### src/sv/slrg_pkg.sv
`timescale 1ns / 1ps
package slrg_pkg;

	localparam int VALUE_W = 30;
	localparam int SEED_W = 32;

	localparam int DEF_TABLE_LENGTH = 55;
	localparam int DEF_SHORT_LAG = 24;
	localparam int DEF_SEED_STRIDE = 21;
	localparam int DEF_MODULUS = 1000000000;

	localparam int WARMUP_ROUNDS = 3;
	localparam int ROUND_W = 2;
	localparam int DIV_STEPS = 3;
	localparam int DIV_CNT_W = 2;

	localparam logic CMD_SEED = 1'b1;

	localparam int OP_W = 4;
	localparam int CND_W = 4;
	localparam int PC_W = 4;

	// datapath operations
	localparam logic [OP_W-1:0] OP_NOP       = 4'd0;
	localparam logic [OP_W-1:0] OP_ACCEPT    = 4'd1;
	localparam logic [OP_W-1:0] OP_DRAW_RD   = 4'd2;
	localparam logic [OP_W-1:0] OP_DRAW_OUT  = 4'd3;
	localparam logic [OP_W-1:0] OP_DIV       = 4'd4;
	localparam logic [OP_W-1:0] OP_SCAT_INIT = 4'd5;
	localparam logic [OP_W-1:0] OP_SCAT      = 4'd6;
	localparam logic [OP_W-1:0] OP_WARM_INIT = 4'd7;
	localparam logic [OP_W-1:0] OP_REF_INIT  = 4'd8;
	localparam logic [OP_W-1:0] OP_REF_RD    = 4'd9;
	localparam logic [OP_W-1:0] OP_REF_WR    = 4'd10;
	localparam logic [OP_W-1:0] OP_REF_END   = 4'd11;

	// jump conditions
	localparam logic [CND_W-1:0] C_NEVER     = 4'd0;
	localparam logic [CND_W-1:0] C_ALWAYS    = 4'd1;
	localparam logic [CND_W-1:0] C_NO_IN     = 4'd2;
	localparam logic [CND_W-1:0] C_SEED      = 4'd3;
	localparam logic [CND_W-1:0] C_RP_END    = 4'd4;
	localparam logic [CND_W-1:0] C_OUT_FREE  = 4'd5;
	localparam logic [CND_W-1:0] C_CNT_NZ    = 4'd6;
	localparam logic [CND_W-1:0] C_NOT_LAST  = 4'd7;
	localparam logic [CND_W-1:0] C_WARM_MORE = 4'd8;

	// program steps
	localparam logic [PC_W-1:0] S_IDLE  = 4'd0;
	localparam logic [PC_W-1:0] S_DISP  = 4'd1;
	localparam logic [PC_W-1:0] S_CHK   = 4'd2;
	localparam logic [PC_W-1:0] S_DRD   = 4'd3;
	localparam logic [PC_W-1:0] S_DOUT  = 4'd4;
	localparam logic [PC_W-1:0] S_DWAIT = 4'd5;
	localparam logic [PC_W-1:0] S_DIV   = 4'd6;
	localparam logic [PC_W-1:0] S_SCI   = 4'd7;
	localparam logic [PC_W-1:0] S_SCAT  = 4'd8;
	localparam logic [PC_W-1:0] S_WARM  = 4'd9;
	localparam logic [PC_W-1:0] S_REF   = 4'd10;
	localparam logic [PC_W-1:0] S_RRD   = 4'd11;
	localparam logic [PC_W-1:0] S_RWR   = 4'd12;
	localparam logic [PC_W-1:0] S_REND  = 4'd13;
	localparam logic [PC_W-1:0] S_RRET  = 4'd14;
	localparam logic [PC_W-1:0] S_RDRW  = 4'd15;

	typedef struct packed {
		logic [OP_W-1:0]  op;
		logic [CND_W-1:0] cnd;
		logic [PC_W-1:0]  target;
	} ctrl_t;

	typedef struct packed {
		logic no_in;
		logic seed;
		logic rp_end;
		logic out_free;
		logic cnt_nz;
		logic not_last;
		logic warm_more;
	} stat_t;

endpackage

### src/sv/slrg_mem.sv
`timescale 1ns / 1ps
module slrg_mem
	import slrg_pkg::*;
#(
	parameter int DEPTH = DEF_TABLE_LENGTH
) (
	input  logic                       clk,
	input  logic                       arst_n,
	input  logic                       wr_en,
	input  logic [$clog2(DEPTH)-1:0]   wr_addr,
	input  logic [VALUE_W-1:0]         wr_data,
	input  logic                       rd_en_a,
	input  logic [$clog2(DEPTH)-1:0]   rd_addr_a,
	output logic [VALUE_W-1:0]         rd_data_a,
	input  logic                       rd_en_b,
	input  logic [$clog2(DEPTH)-1:0]   rd_addr_b,
	output logic [VALUE_W-1:0]         rd_data_b
);

	logic [VALUE_W-1:0] mem [DEPTH];
	logic [DEPTH-1:0]   vld_q;
	logic [VALUE_W-1:0] rd_a_q;
	logic [VALUE_W-1:0] rd_b_q;
	logic               vld_a_q;
	logic               vld_b_q;

	always_ff @(posedge clk) begin
		if (wr_en) begin
			mem[wr_addr] <= wr_data;
		end
		if (rd_en_a) begin
			rd_a_q <= mem[rd_addr_a];
		end
		if (rd_en_b) begin
			rd_b_q <= mem[rd_addr_b];
		end
	end

	// entries never written read as zero
	always_ff @(posedge clk or negedge arst_n) begin
		if (!arst_n) begin
			vld_q   <= '0;
			vld_a_q <= 1'b0;
			vld_b_q <= 1'b0;
		end else begin
			if (wr_en) begin
				vld_q[wr_addr] <= 1'b1;
			end
			if (rd_en_a) begin
				vld_a_q <= vld_q[rd_addr_a];
			end
			if (rd_en_b) begin
				vld_b_q <= vld_q[rd_addr_b];
			end
		end
	end

	assign rd_data_a = vld_a_q ? rd_a_q : '0;
	assign rd_data_b = vld_b_q ? rd_b_q : '0;

endmodule

### src/sv/slrg_seq.sv
`timescale 1ns / 1ps
module slrg_seq
	import slrg_pkg::*;
(
	input  logic  clk,
	input  logic  arst_n,
	input  stat_t stat,
	output ctrl_t ctrl
);

	logic [PC_W-1:0] pc_q;
	logic            take;

	function automatic ctrl_t rom(input logic [PC_W-1:0] a);
		ctrl_t w;
		unique case (a)
			S_IDLE:  w = '{OP_ACCEPT,    C_NO_IN,     S_IDLE};
			S_DISP:  w = '{OP_NOP,       C_SEED,      S_DIV};
			S_CHK:   w = '{OP_NOP,       C_RP_END,    S_REF};
			S_DRD:   w = '{OP_DRAW_RD,   C_NEVER,     S_IDLE};
			S_DOUT:  w = '{OP_DRAW_OUT,  C_OUT_FREE,  S_IDLE};
			S_DWAIT: w = '{OP_NOP,       C_ALWAYS,    S_DOUT};
			S_DIV:   w = '{OP_DIV,       C_CNT_NZ,    S_DIV};
			S_SCI:   w = '{OP_SCAT_INIT, C_NEVER,     S_IDLE};
			S_SCAT:  w = '{OP_SCAT,      C_CNT_NZ,    S_SCAT};
			S_WARM:  w = '{OP_WARM_INIT, C_NEVER,     S_IDLE};
			S_REF:   w = '{OP_REF_INIT,  C_NEVER,     S_IDLE};
			S_RRD:   w = '{OP_REF_RD,    C_NEVER,     S_IDLE};
			S_RWR:   w = '{OP_REF_WR,    C_NOT_LAST,  S_RRD};
			S_REND:  w = '{OP_REF_END,   C_WARM_MORE, S_REF};
			S_RRET:  w = '{OP_NOP,       C_SEED,      S_IDLE};
			S_RDRW:  w = '{OP_NOP,       C_ALWAYS,    S_DRD};
			default: w = '{OP_NOP,       C_ALWAYS,    S_IDLE};
		endcase
		return w;
	endfunction

	assign ctrl = rom(pc_q);

	always_comb begin
		unique case (ctrl.cnd)
			C_NEVER:     take = 1'b0;
			C_ALWAYS:    take = 1'b1;
			C_NO_IN:     take = stat.no_in;
			C_SEED:      take = stat.seed;
			C_RP_END:    take = stat.rp_end;
			C_OUT_FREE:  take = stat.out_free;
			C_CNT_NZ:    take = stat.cnt_nz;
			C_NOT_LAST:  take = stat.not_last;
			C_WARM_MORE: take = stat.warm_more;
			default:     take = 1'b0;
		endcase
	end

	always_ff @(posedge clk or negedge arst_n) begin
		if (!arst_n) begin
			pc_q <= S_IDLE;
		end else begin
			pc_q <= take ? ctrl.target : pc_q + PC_W'(1);
		end
	end

endmodule

### src/sv/slrg_dp.sv
`timescale 1ns / 1ps
module slrg_dp
	import slrg_pkg::*;
#(
	parameter int TABLE_LENGTH = DEF_TABLE_LENGTH,
	parameter int SHORT_LAG    = DEF_SHORT_LAG,
	parameter int SEED_STRIDE  = DEF_SEED_STRIDE,
	parameter int MODULUS      = DEF_MODULUS
) (
	input  logic                              clk,
	input  logic                              arst_n,
	input  ctrl_t                             ctrl,
	output stat_t                             stat,
	input  logic                              in_valid,
	input  logic                              command,
	input  logic signed [SEED_W-1:0]          seed,
	output logic                              out_valid,
	input  logic                              out_stall,
	output logic [VALUE_W-1:0]                value,
	output logic                              wr_en,
	output logic [$clog2(TABLE_LENGTH)-1:0]   wr_addr,
	output logic [VALUE_W-1:0]                wr_data,
	output logic                              rd_en_a,
	output logic [$clog2(TABLE_LENGTH)-1:0]   rd_addr_a,
	input  logic [VALUE_W-1:0]                rd_data_a,
	output logic                              rd_en_b,
	output logic [$clog2(TABLE_LENGTH)-1:0]   rd_addr_b,
	input  logic [VALUE_W-1:0]                rd_data_b
);

	localparam int IDX_W = $clog2(TABLE_LENGTH);
	localparam int RP_W  = $clog2(TABLE_LENGTH + 1);
	localparam int CNT_W = (IDX_W > DIV_CNT_W) ? IDX_W : DIV_CNT_W;

	localparam logic [IDX_W-1:0]   LAST_IDX = IDX_W'(TABLE_LENGTH - 1);
	localparam logic [IDX_W-1:0]   LAG      = IDX_W'(SHORT_LAG);
	localparam logic [IDX_W-1:0]   LAG_WRAP = IDX_W'(TABLE_LENGTH - SHORT_LAG);
	localparam logic [IDX_W:0]     STEP     = (IDX_W + 1)'(SEED_STRIDE % TABLE_LENGTH);
	localparam logic [IDX_W:0]     LEN_EXT  = (IDX_W + 1)'(TABLE_LENGTH);
	localparam logic [VALUE_W-1:0] MOD_V    = VALUE_W'(MODULUS);
	localparam logic [SEED_W-1:0]  MOD_S    = SEED_W'(MODULUS);
	localparam logic [SEED_W-1:0]  RECIP    =
		SEED_W'((64'd1 << SEED_W) / 64'(MODULUS));
	localparam logic [RP_W-1:0]    RP_END   = RP_W'(TABLE_LENGTH);

	logic                cmd_q;
	logic [CNT_W-1:0]    cnt_q;
	logic [ROUND_W-1:0]  rounds_q;
	logic [RP_W-1:0]     rp_q;
	logic                out_valid_q;
	logic [SEED_W-1:0]   mag_q;
	logic [SEED_W-1:0]   quo_s1;
	logic [SEED_W-1:0]   rem_s2;
	logic [VALUE_W-1:0]  rem_q;
	logic [VALUE_W-1:0]  prev_q;
	logic [VALUE_W-1:0]  cur_q;
	logic [IDX_W-1:0]    slot_q;
	logic [VALUE_W-1:0]  value_q;

	logic [SEED_W-1:0]   seed_u;
	logic [SEED_W-1:0]   mag;
	logic [2*SEED_W-1:0] recip_prod;
	logic [SEED_W-1:0]   quo_mod;
	logic [VALUE_W-1:0]  rem_n;
	logic [IDX_W:0]      slot_sum;
	logic [IDX_W-1:0]    slot_n;
	logic [IDX_W-1:0]    scat_idx;
	logic [VALUE_W-1:0]  sub_x;
	logic [VALUE_W-1:0]  sub_y;
	logic [VALUE_W-1:0]  diff;
	logic [IDX_W-1:0]    ref_idx;
	logic [IDX_W-1:0]    partner;
	logic                out_free;

	// seed magnitude, most negative seed gives 2^31
	assign seed_u = seed;
	assign mag    = seed_u[SEED_W-1] ? (~seed_u + SEED_W'(1)) : seed_u;

	// |seed| mod modulus by reciprocal multiply, quotient low by at most one
	assign recip_prod = (2*SEED_W)'(mag_q) * (2*SEED_W)'(RECIP);
	assign quo_mod    = quo_s1 * MOD_S;
	assign rem_n      = (rem_s2 >= MOD_S) ? VALUE_W'(rem_s2 - MOD_S) : rem_s2[VALUE_W-1:0];

	// scatter slot walk
	assign slot_sum = {1'b0, slot_q} + STEP;
	assign slot_n   = (slot_sum >= LEN_EXT) ? IDX_W'(slot_sum - LEN_EXT) : slot_sum[IDX_W-1:0];
	assign scat_idx = (slot_n == '0) ? LAST_IDX : slot_n - IDX_W'(1);

	// shared modular subtract
	assign sub_x = (ctrl.op == OP_SCAT) ? prev_q : rd_data_a;
	assign sub_y = (ctrl.op == OP_SCAT) ? cur_q : rd_data_b;
	assign diff  = (sub_x >= sub_y) ? sub_x - sub_y : sub_x + MOD_V - sub_y;

	assign ref_idx = cnt_q[IDX_W-1:0];
	assign partner = (ref_idx < LAG) ? ref_idx + LAG_WRAP : ref_idx - LAG;

	assign out_free = !out_valid_q || !out_stall;

	always_comb begin
		wr_en     = 1'b0;
		wr_addr   = ref_idx;
		wr_data   = diff;
		rd_en_a   = 1'b0;
		rd_addr_a = ref_idx;
		rd_en_b   = 1'b0;
		rd_addr_b = partner;
		unique case (ctrl.op)
			OP_SCAT_INIT: begin
				wr_en   = 1'b1;
				wr_addr = LAST_IDX;
				wr_data = rem_q;
			end
			OP_SCAT: begin
				wr_en   = 1'b1;
				wr_addr = scat_idx;
				wr_data = cur_q;
			end
			OP_REF_WR: begin
				wr_en = 1'b1;
			end
			OP_REF_RD: begin
				rd_en_a = 1'b1;
				rd_en_b = 1'b1;
			end
			OP_DRAW_RD: begin
				rd_en_a   = 1'b1;
				rd_addr_a = rp_q[IDX_W-1:0];
			end
			default: begin
			end
		endcase
	end

	always_ff @(posedge clk or negedge arst_n) begin
		if (!arst_n) begin
			cmd_q    <= 1'b0;
			cnt_q    <= '0;
			rounds_q <= '0;
			rp_q     <= RP_END;
		end else begin
			unique case (ctrl.op)
				OP_ACCEPT: begin
					if (in_valid) begin
						cmd_q <= command;
						cnt_q <= CNT_W'(DIV_STEPS - 1);
					end
				end
				OP_DIV:       cnt_q <= cnt_q - CNT_W'(1);
				OP_SCAT_INIT: cnt_q <= CNT_W'(TABLE_LENGTH - 2);
				OP_SCAT:      cnt_q <= cnt_q - CNT_W'(1);
				OP_WARM_INIT: rounds_q <= ROUND_W'(WARMUP_ROUNDS);
				OP_REF_INIT:  cnt_q <= '0;
				OP_REF_WR:    cnt_q <= cnt_q + CNT_W'(1);
				OP_REF_END: begin
					rp_q     <= '0;
					rounds_q <= rounds_q - ROUND_W'(1);
				end
				OP_DRAW_OUT: begin
					if (out_free) begin
						rp_q <= rp_q + RP_W'(1);
					end
				end
				default: begin
				end
			endcase
		end
	end

	always_ff @(posedge clk or negedge arst_n) begin
		if (!arst_n) begin
			out_valid_q <= 1'b0;
		end else if (ctrl.op == OP_DRAW_OUT && out_free) begin
			out_valid_q <= 1'b1;
		end else if (!out_stall) begin
			out_valid_q <= 1'b0;
		end
	end

	always_ff @(posedge clk) begin
		unique case (ctrl.op)
			OP_ACCEPT: begin
				mag_q <= mag;
			end
			OP_DIV: begin
				quo_s1 <= recip_prod[2*SEED_W-1:SEED_W];
				rem_s2 <= mag_q - quo_mod;
				rem_q  <= rem_n;
			end
			OP_SCAT_INIT: begin
				prev_q <= rem_q;
				cur_q  <= VALUE_W'(1);
				slot_q <= '0;
			end
			OP_SCAT: begin
				cur_q  <= diff;
				prev_q <= cur_q;
				slot_q <= slot_n;
			end
			OP_DRAW_OUT: begin
				if (out_free) begin
					value_q <= rd_data_a;
				end
			end
			default: begin
			end
		endcase
	end

	assign stat.no_in     = !in_valid;
	assign stat.seed      = (cmd_q == CMD_SEED);
	assign stat.rp_end    = (rp_q >= RP_END);
	assign stat.out_free  = out_free;
	assign stat.cnt_nz    = (cnt_q != '0);
	assign stat.not_last  = (ref_idx != LAST_IDX);
	assign stat.warm_more = (cmd_q == CMD_SEED) && (rounds_q != ROUND_W'(1));

	assign out_valid = out_valid_q;
	assign value     = value_q;

	a_rp_range: assert property (@(posedge clk) disable iff (!arst_n)
		rp_q <= RP_END)
		else $error("read position past table end");

	a_value_range: assert property (@(posedge clk) disable iff (!arst_n)
		out_valid_q |-> (value_q < MOD_V))
		else $error("drawn value not below modulus");

	a_draw_step: assert property (@(posedge clk) disable iff (!arst_n)
		(ctrl.op == OP_DRAW_OUT && out_free) |=>
			(out_valid_q && rp_q == RP_W'($past(rp_q) + RP_W'(1))))
		else $error("draw did not advance read position");

	a_refill_rewind: assert property (@(posedge clk) disable iff (!arst_n)
		(ctrl.op == OP_REF_END) |=> (rp_q == '0))
		else $error("refill did not rewind read position");

endmodule

### src/sv/subtractive_lagged_random_generator.sv
`timescale 1ns / 1ps
// Subtractive lagged generator, x[n] = x[n-TABLE_LENGTH] - x[n-SHORT_LAG] mod MODULUS, run by
// a 16-step microprogram over a single table memory with two registered read ports. A draw
// beat (command 0) returns the next table word; value/MODULUS is the uniform fraction. A
// draw passes from acceptance through the dispatch, check, read and output steps to the
// result register, and the next beat is taken once the output step finds the output free;
// every TABLE_LENGTH-th draw first refills the table in place (one read step and one write
// step per word). A reseed beat (command 1) gives no result and keeps the input stalled
// from acceptance through |seed| mod MODULUS by reciprocal multiplication, a scatter fill
// of every table word, then three warm-up refills. Drawing before any reseed gives zeros.
// A finished result waits in the output register while the next beat is taken in.
module subtractive_lagged_random_generator
	import slrg_pkg::*;
#(
	parameter int TABLE_LENGTH = DEF_TABLE_LENGTH,
	parameter int SHORT_LAG    = DEF_SHORT_LAG,
	parameter int SEED_STRIDE  = DEF_SEED_STRIDE,
	parameter int MODULUS      = DEF_MODULUS
) (
	input  logic                     clk,
	input  logic                     arst_n,
	input  logic                     in_valid,
	output logic                     in_stall,
	input  logic                     command,
	input  logic signed [SEED_W-1:0] seed,
	output logic                     out_valid,
	input  logic                     out_stall,
	output logic [VALUE_W-1:0]       value
);

	localparam int IDX_W = $clog2(TABLE_LENGTH);

	ctrl_t              ctrl;
	stat_t              stat;
	logic               wr_en;
	logic [IDX_W-1:0]   wr_addr;
	logic [VALUE_W-1:0] wr_data;
	logic               rd_en_a;
	logic [IDX_W-1:0]   rd_addr_a;
	logic [VALUE_W-1:0] rd_data_a;
	logic               rd_en_b;
	logic [IDX_W-1:0]   rd_addr_b;
	logic [VALUE_W-1:0] rd_data_b;

	assign in_stall = (ctrl.op != OP_ACCEPT);

	slrg_seq u_seq (
		.clk    (clk),
		.arst_n (arst_n),
		.stat   (stat),
		.ctrl   (ctrl)
	);

	slrg_dp #(
		.TABLE_LENGTH (TABLE_LENGTH),
		.SHORT_LAG    (SHORT_LAG),
		.SEED_STRIDE  (SEED_STRIDE),
		.MODULUS      (MODULUS)
	) u_dp (
		.clk       (clk),
		.arst_n    (arst_n),
		.ctrl      (ctrl),
		.stat      (stat),
		.in_valid  (in_valid),
		.command   (command),
		.seed      (seed),
		.out_valid (out_valid),
		.out_stall (out_stall),
		.value     (value),
		.wr_en     (wr_en),
		.wr_addr   (wr_addr),
		.wr_data   (wr_data),
		.rd_en_a   (rd_en_a),
		.rd_addr_a (rd_addr_a),
		.rd_data_a (rd_data_a),
		.rd_en_b   (rd_en_b),
		.rd_addr_b (rd_addr_b),
		.rd_data_b (rd_data_b)
	);

	slrg_mem #(
		.DEPTH (TABLE_LENGTH)
	) u_mem (
		.clk       (clk),
		.arst_n    (arst_n),
		.wr_en     (wr_en),
		.wr_addr   (wr_addr),
		.wr_data   (wr_data),
		.rd_en_a   (rd_en_a),
		.rd_addr_a (rd_addr_a),
		.rd_data_a (rd_data_a),
		.rd_en_b   (rd_en_b),
		.rd_addr_b (rd_addr_b),
		.rd_data_b (rd_data_b)
	);

endmodule
### config.mk
export PLATFORM = sky130hd
export DESIGN_NAME = subtractive_lagged_random_generator
export DESIGN_NICKNAME = d
export VERILOG_FILES = /design/src/sv/slrg_pkg.sv /design/src/sv/slrg_mem.sv /design/src/sv/slrg_seq.sv /design/src/sv/slrg_dp.sv /design/src/sv/subtractive_lagged_random_generator.sv
export SDC_FILE = /design/constraint.sdc
export NUM_CORES = 2
export LEC_CHECK = 0
export BUFFER_PORTS_ARGS = -buffer_cell sky130_fd_sc_hd__buf_2
export CAP_MARGIN = 20
export CORE_ASPECT_RATIO = 0.7
export CORE_MARGIN = 2
export CORE_UTILIZATION = 55
export CTS_CLUSTER_DIAMETER = 80
export DETAILED_ROUTE_END_ITERATION = 10
export GPL_TIMING_DRIVEN = 0
export PLACE_DENSITY = 0.73
export SYNTH_ARGS = -nofsm -noshare
export SYNTH_HDL_FRONTEND = slang
export SYNTH_HIERARCHICAL = 1
export SYNTH_SLANG_ARGS = --single-unit
### constraint.sdc
create_clock -name clk -period 10.6 [get_ports clk]
set_clock_uncertainty 0.05 [all_clocks]
set_input_delay 0 -clock clk [delete_from_list [all_inputs] [get_ports clk]]
set_output_delay 0 -clock clk [all_outputs]
set_load 0.02 [all_outputs]
# [Word-level counts from Yosys, hierarchy flattened]
# Memory sizes are Yosys's and may differ from the RTL's. A register that Yosys moved wholly into a read port is not among the register bits.
# Index checks and enable logic that the tools add are counted.
[word_totals] register_bits=269 latchBits=0 mem_bits_rw=1650 mem_bits_ro=192 in_bits=37 elab_cells=129 n_memories=2
[op_classes] add_sub_neg=16 mul=1 div_mod_pow=0 magnitude_cmp=9 n_eq_ne=25 shifts=0 n_mux=36 bitwise_logic=2 n_reduce_logical=20
[memory_table] name="u_mem.mem" depth=55 width=30 rd=2 rd_clocked_by_memory_dff=2 write_ports=1 line="slrg_mem.sv:20" source="logic [VALUE_W-1:0] mem [DEPTH];"
[memory_table] name="(name not given)" depth=16 width=12 rd=1 rd_clocked_by_memory_dff=0 write_ports=0 line="slrg_seq.sv:16" source="unique case (a)"
[op_table] cell="$mux W30" count=6
[op_table] cell="$pmux W30 S2" count=3
[op_table] cell="$sub A30 B30 Y30" count=2
[op_table] cell="$or A55 B55 Y55" count=1
[op_table] cell="$mux W6" count=6
[op_table] cell="$pmux W6 S2" count=3
[op_table] cell="$add A32 B1 Y32 const B" count=1
[op_table] cell="$eq A4 B3 Y1 const B" count=8
[op_table] cell="$ge A32 B30 Y1 const B" count=1
[op_table] cell="$not A32 Y32" count=1
[op_table] cell="$sub A32 B32 Y32" count=1
[op_table] cell="$mux W31" count=1
[op_table] cell="$add A30 B30 Y30 const B" count=1
[op_table] cell="$ge A30 B30 Y1" count=1
[op_table] cell="$pmux W6 S5" count=1
[op_table] cell="$sub A30 B30 Y30 const B" count=1
[op_table] cell="$mul A2 B21 Y23 const B" count=1
[op_table] cell="$lt A6 B7 Y1 const B" count=3
[op_table] cell="$eq A4 B4 Y1 const B" count=5
[op_table] cell="$eq A4 B2 Y1 const B" count=4
[op_table] cell="$add A6 B1 Y6 const B" count=2
[op_table] cell="$bmux W1 S6" count=2
[op_table] cell="$sub A6 B1 Y6 const B" count=2
[op_table] cell="$mux W1" count=10
[op_table] cell="other kinds (29)" count=42

# [Longest topological paths before layout]
[depth] depth_word=11 ltp_mapped=28 ltp_nobuf=23

# [By module]
# The synthesis kept the hierarchy.
[modules_own_cells] mod="slrg_mem" n_inst=1 cells_each=4358 area_per_inst_um2=81191.6 seq_area_each_um2=52775.6
[modules_own_cells] mod="slrg_dp" n_inst=1 cells_each=1602 area_per_inst_um2=15009.4 seq_area_each_um2=6172.2
[modules_own_cells] mod="slrg_seq" n_inst=1 cells_each=79 area_per_inst_um2=666.9 seq_area_each_um2=100.1
[modules_own_cells] mod="subtractive_lagged_random_generator" n_inst=1 cells_each=1 area_per_inst_um2=10.0 seq_area_each_um2=0.0

# [Worst setup path after synthesis]
# No wires, ideal clock.
[synth_path] path_kind="flip-flop to flip-flop" start="register u_seq.pc_q[1]" end="memory u_mem.mem[0][29], data pin" t_arrival_ns=7.988 required_time_ns=9.901 setup_slack_ns=1.913 stages_incl_launch_ff=23 path_buffers=2 synth_period_minus_slack_ns=8.687 cell_sequence="dfrtp_1 inv_1 ha_1 inv_1 mux4_2 clkbuf_1 nand2b_1 nor2_1 clkbuf_1 mux2i_1 inv_1 ha_1 ha_1 or2_2 o211ai_1 a31oi_1 a211oi_1 a21o_1 nand3b_1 o2111a_1 or4_1 and4_1 o31ai_1"
[synth_rtl] element="start, declared" line="slrg_seq.sv:11" source="logic [PC_W-1:0] pc_q;"
[synth_rtl] element="start signal, assigned" line="slrg_seq.sv:59" source="pc_q <= take ? ctrl.target : pc_q + PC_W'(1);"
[synth_rtl] element="end, declared" line="slrg_mem.sv:20"

==> results.py <==
metrics = {
    "setup_path": {
        "cp.required_ns": 11.26,
        "crit_path_start": "u_seq/pc_q[2]",
        "worstSetupStartpointType": "flip-flop",
        "cp_slowest_cell": "clkbuf_1",
        "cp_max_fo": 17,
        "reg2reg_from": "u_seq/pc_q[2]",
        "worstRegToRegCells": 28,
        "path_class": "flip-flop to flip-flop",
        "r2r-end": "u_mem/mem[37][13]",
        "r2r_slack_ns": 0.02,
        "worstPathArrival_ns": 11.24,
        "cpPeakStageDelay_ns": 0.82,
        "worstSetupEndpointType": "flip-flop",
    },
    "synth": {
        "synth_top_area_cell": "edfxtp_1",
        "synth_area_per_cell_um2": 16.0,
        "netlist_instances": 6040,
        "synth_edf_count": 1902,
        "yosysUniqueCellTypes": 94,
        "synth_area_leaders": "edfxtp_1 (59%), mux4_2 (18%), nand2_1 (2.5%)",
        "synthArstFlopShare_pct": 3.89,
        "synth_area_um2": 96900,
        "ys_warn_count": 6,
        "yosysTopAreaCellShare_pct": 59.0,
        "synth-seq-cells": 1979,
        "synth_ff_type": "edfxtp_1",
        "seq_area_frac_synth_pct": 61.0,
        "synth_nets": 6216,
    },
    "min_path": {
        "worstHoldStart": "out_stall",
        "hold_path_depth": 4,
        "hold_path.class": "input port to flip-flop",
        "hold_path_end": "u_dp/rp_q[0]",
    },
    "cells_and_area": {
        "final_nets": 6809,
        "n_fill_cell": 12300,
        "drive_gt1_share_pct": 26.9,
        "multi_input_area_um2": 35700,
        "syn_to_final_growth_pct": 14.5,
        "final_util_pct": 63.6,
        "seqCellArea_um2": 59000,
    },
    "global_routing": {
        "gr-total-overflow": 0,
        "antenna_found_initial": 29,
        "grt_use_total_pct": 45.5,
        "grt_pass1_vias": 64700,
        "grt_max_degree": 61,
        "grt_pass1_wl_um": 545000,
    },
    "floorplan": {
        "die_area_um2": 180000,
        "die_w_um": 506,
        "dieHeight_um": 355,
        "rows": 128,
        "initial_core_util_pct": 55.5,
        "io_pins": 69,
        "coreArea_um2": 174000,
    },
    "sta": {
        "setup_viol": 0,
        "hold_viol_final": 0,
        "finalWorstPathRequiredPeriod_ns": 10.58,
        "finalCritPeriodShare_pct": 99.8,
        "worst_pin_slew_ns": 1.35,
        "max_freq_ghz": 0.0946,
        "slew_headroom_pct": 10.1,
        "rsz0062_at_grt": "false",
        "maxSlewViolCount": 0,
    },
    "placed_design": {
        "dp_hpwl_um": 299000,
        "finalWeightedCongestion": 1.10,
        "port_buffers": 68,
    },
    "run": {
        "maxCapViolations": 0,
    },
    "route": {
        "route.detailed.drc": 0,
        "drt-wirelength-per-cell_um": 45.1,
        "drt_first_pass_iters": 10,
        "dr_total_vias": 71100,
        "drtIter0Drc": 16300,
        "routed_wirelength_um": 413000,
        "ant_nets": 0,
        "viasPerCell": 7.77,
    },
    "clock_tree": {
        "cts_tree": "yes",
        "clk_pin_slew_ns": 0.07,
        "cts_buffer_depth": 3,
        "cts_made_buffers": 185,
        "numClockSinks": 1979,
        "h-tree-depth": 4,
        "cts-root-buf": "clkbuf_16",
        "clk_latency_ns": 0.86,
    },
    "outcome": {
        "status": "completed",
    },
}
-- metal layers --
layer	track usage (%)	vias up	share of wire, %
li1	-	25500	-
met3	31.0	1546	22
met4	23.5	48	6.9
met2	54.3	8017	36
met1	60.8	36000	34
met5	4.40	-	0.32
-- cells in the mapped netlist (13+ instances only) --
cell,count
o21bai_1,16
dfrtp_1,72
nand3b_1,14
or3_1,13
a21oi_1,188
nand2b_1,21
a221o_1,14
buf_4,58
edfxtp_1,1902
fa_1,20
inv_1,131
ha_1,119
o31ai_1,13
a21o_1,33
o221ai_1,24
and2_1,88
clkbuf_1,165
buf_1,23
o21ai_0,146
o2111ai_1,25
a211oi_1,15
a31oi_1,27
mux4_2,783
xnor2_1,97
buf_2,111
mux2i_1,111
o211ai_1,64
nor2_1,241
nor2b_1,31
nand2_1,634
and3_1,39
or2_2,63
a22oi_1,112
nand3_1,118
nor3_1,65
o22ai_1,86
buf_6,35
a211o_1,19
xor2_1,42
mux2_2,89
-- stage by stage --
step | TNS [ns] | instance area [um^2] | hold slack [ns] | instances | setup slack [ns]
2_1_floorplan | 0 | 96900 | -0.346 | 6040 | 1.91
3_3_place_gp | -3312.67 | 100000 | 0.187 | 8448 | -4.93
4_1_cts | 0 | 111000 | 0.00162 | 9106 | 0.186
3_5_place_dp | 0 | 104000 | -0.0908 | 8668 | 0.270
5_1_grt | 0 | 111000 | 0.0369 | 9130 | 0.00238
6_report | 0 | 111000 | 0.0409 | 9150 | 0.0238
-- worst max-delay path by stage --
stage | end | slack (ns) | cells past startpoint
after detailed placement | u_mem/mem[4][17] | 0.27 | 29
after global placement | u_mem/mem[46][29] | -4.93 | 24
after global routing | u_mem/mem[36][17] | 0.002 | 30
after floorplan | u_mem/mem[0][29] | 1.91 | 22
final | u_mem/mem[37][13] | 0.02 | 28
after CTS | u_mem/mem[32][17] | 0.19 | 28
-- logic make-up after synthesis --
family                     synth area share [%]
xor gates and xnor gates                   1.26
buffers and inverters                      2.73
and+or+nand+nor                            6.50
adders and majority gates                  1.95
muxes                                      20.4
AOI/OAI and AO/OA                          6.22
DFF                                        61.0
-- critical path, delay by kind of cell (launching register included) --
kind	cells	cell delay [ns]
buffers and inverters	13	5.03
AO/OA/AOI/OAI	8	2.74
AND/OR/NAND/NOR	5	1.31
adder cells (fa/ha/maj)	2	0.75
flip-flops	1	0.48
-- sequential cells by signal (all words and copies together), names as in the netlist --
register	flops
u_dp/cmd_q	1
u_dp/cnt_q	6
u_dp/cur_q	30
u_dp/mag_q	32
u_dp/out_valid	1
u_dp/prev_q	30
u_dp/quo_s1	2
u_dp/rem_q	30
u_dp/rem_s2	32
u_dp/rounds_q	2
u_dp/rp_q	6
u_dp/slot_q	6
u_dp/value	30
u_mem/mem	1650
u_mem/rd_a_q	30
u_mem/rd_b_q	30
u_mem/vld_a_q	1
u_mem/vld_b_q	1
u_mem/vld_q	55
u_seq/pc_q	4
-- what timing repair did --
action,CTS,global route
setup buffers,0,7
gates resized for setup,0,10
endpoints found under the hold margin,157,0
setup endpoints to repair,0,220
hold buffers,95,0
-- layout make-up --
class,instances,area share (%)
clock inverter,118,0.945
antenna,21,0.0474
clock buffer,225,4.38
multi-input combinational,3531,32.2
timing repair buffer,406,4.18
tap,2340,2.64
inverter,135,0.457
sequential,1979,53.2
buffer,395,1.95
-- placed cells by master (no fill, tap or decap), types with 63 or more instances in the layout --
cell type,instances
buf_2,181
mux4_2,783
clkbuf_16,188
a21oi_1,187
or2_2,63
xnor2_1,97
and2_1,88
o21ai_0,141
o211ai_1,64
buf_6,74
nor3_1,63
nor2_1,183
ha_1,119
clkbuf_1,194
buf_12,69
nand2_1,632
dlygate4sd3_1,94
nand3_1,118
edfxtp_1,1902
mux2i_1,111
buf_4,143
a22oi_1,112
inv_1,131
mux2_2,89
dfrtp_1,72
o22ai_1,86
Power is left out: the tool's default activity adds up to more than one toggle a clock period on the data nets, which glitch-free logic cannot reach.
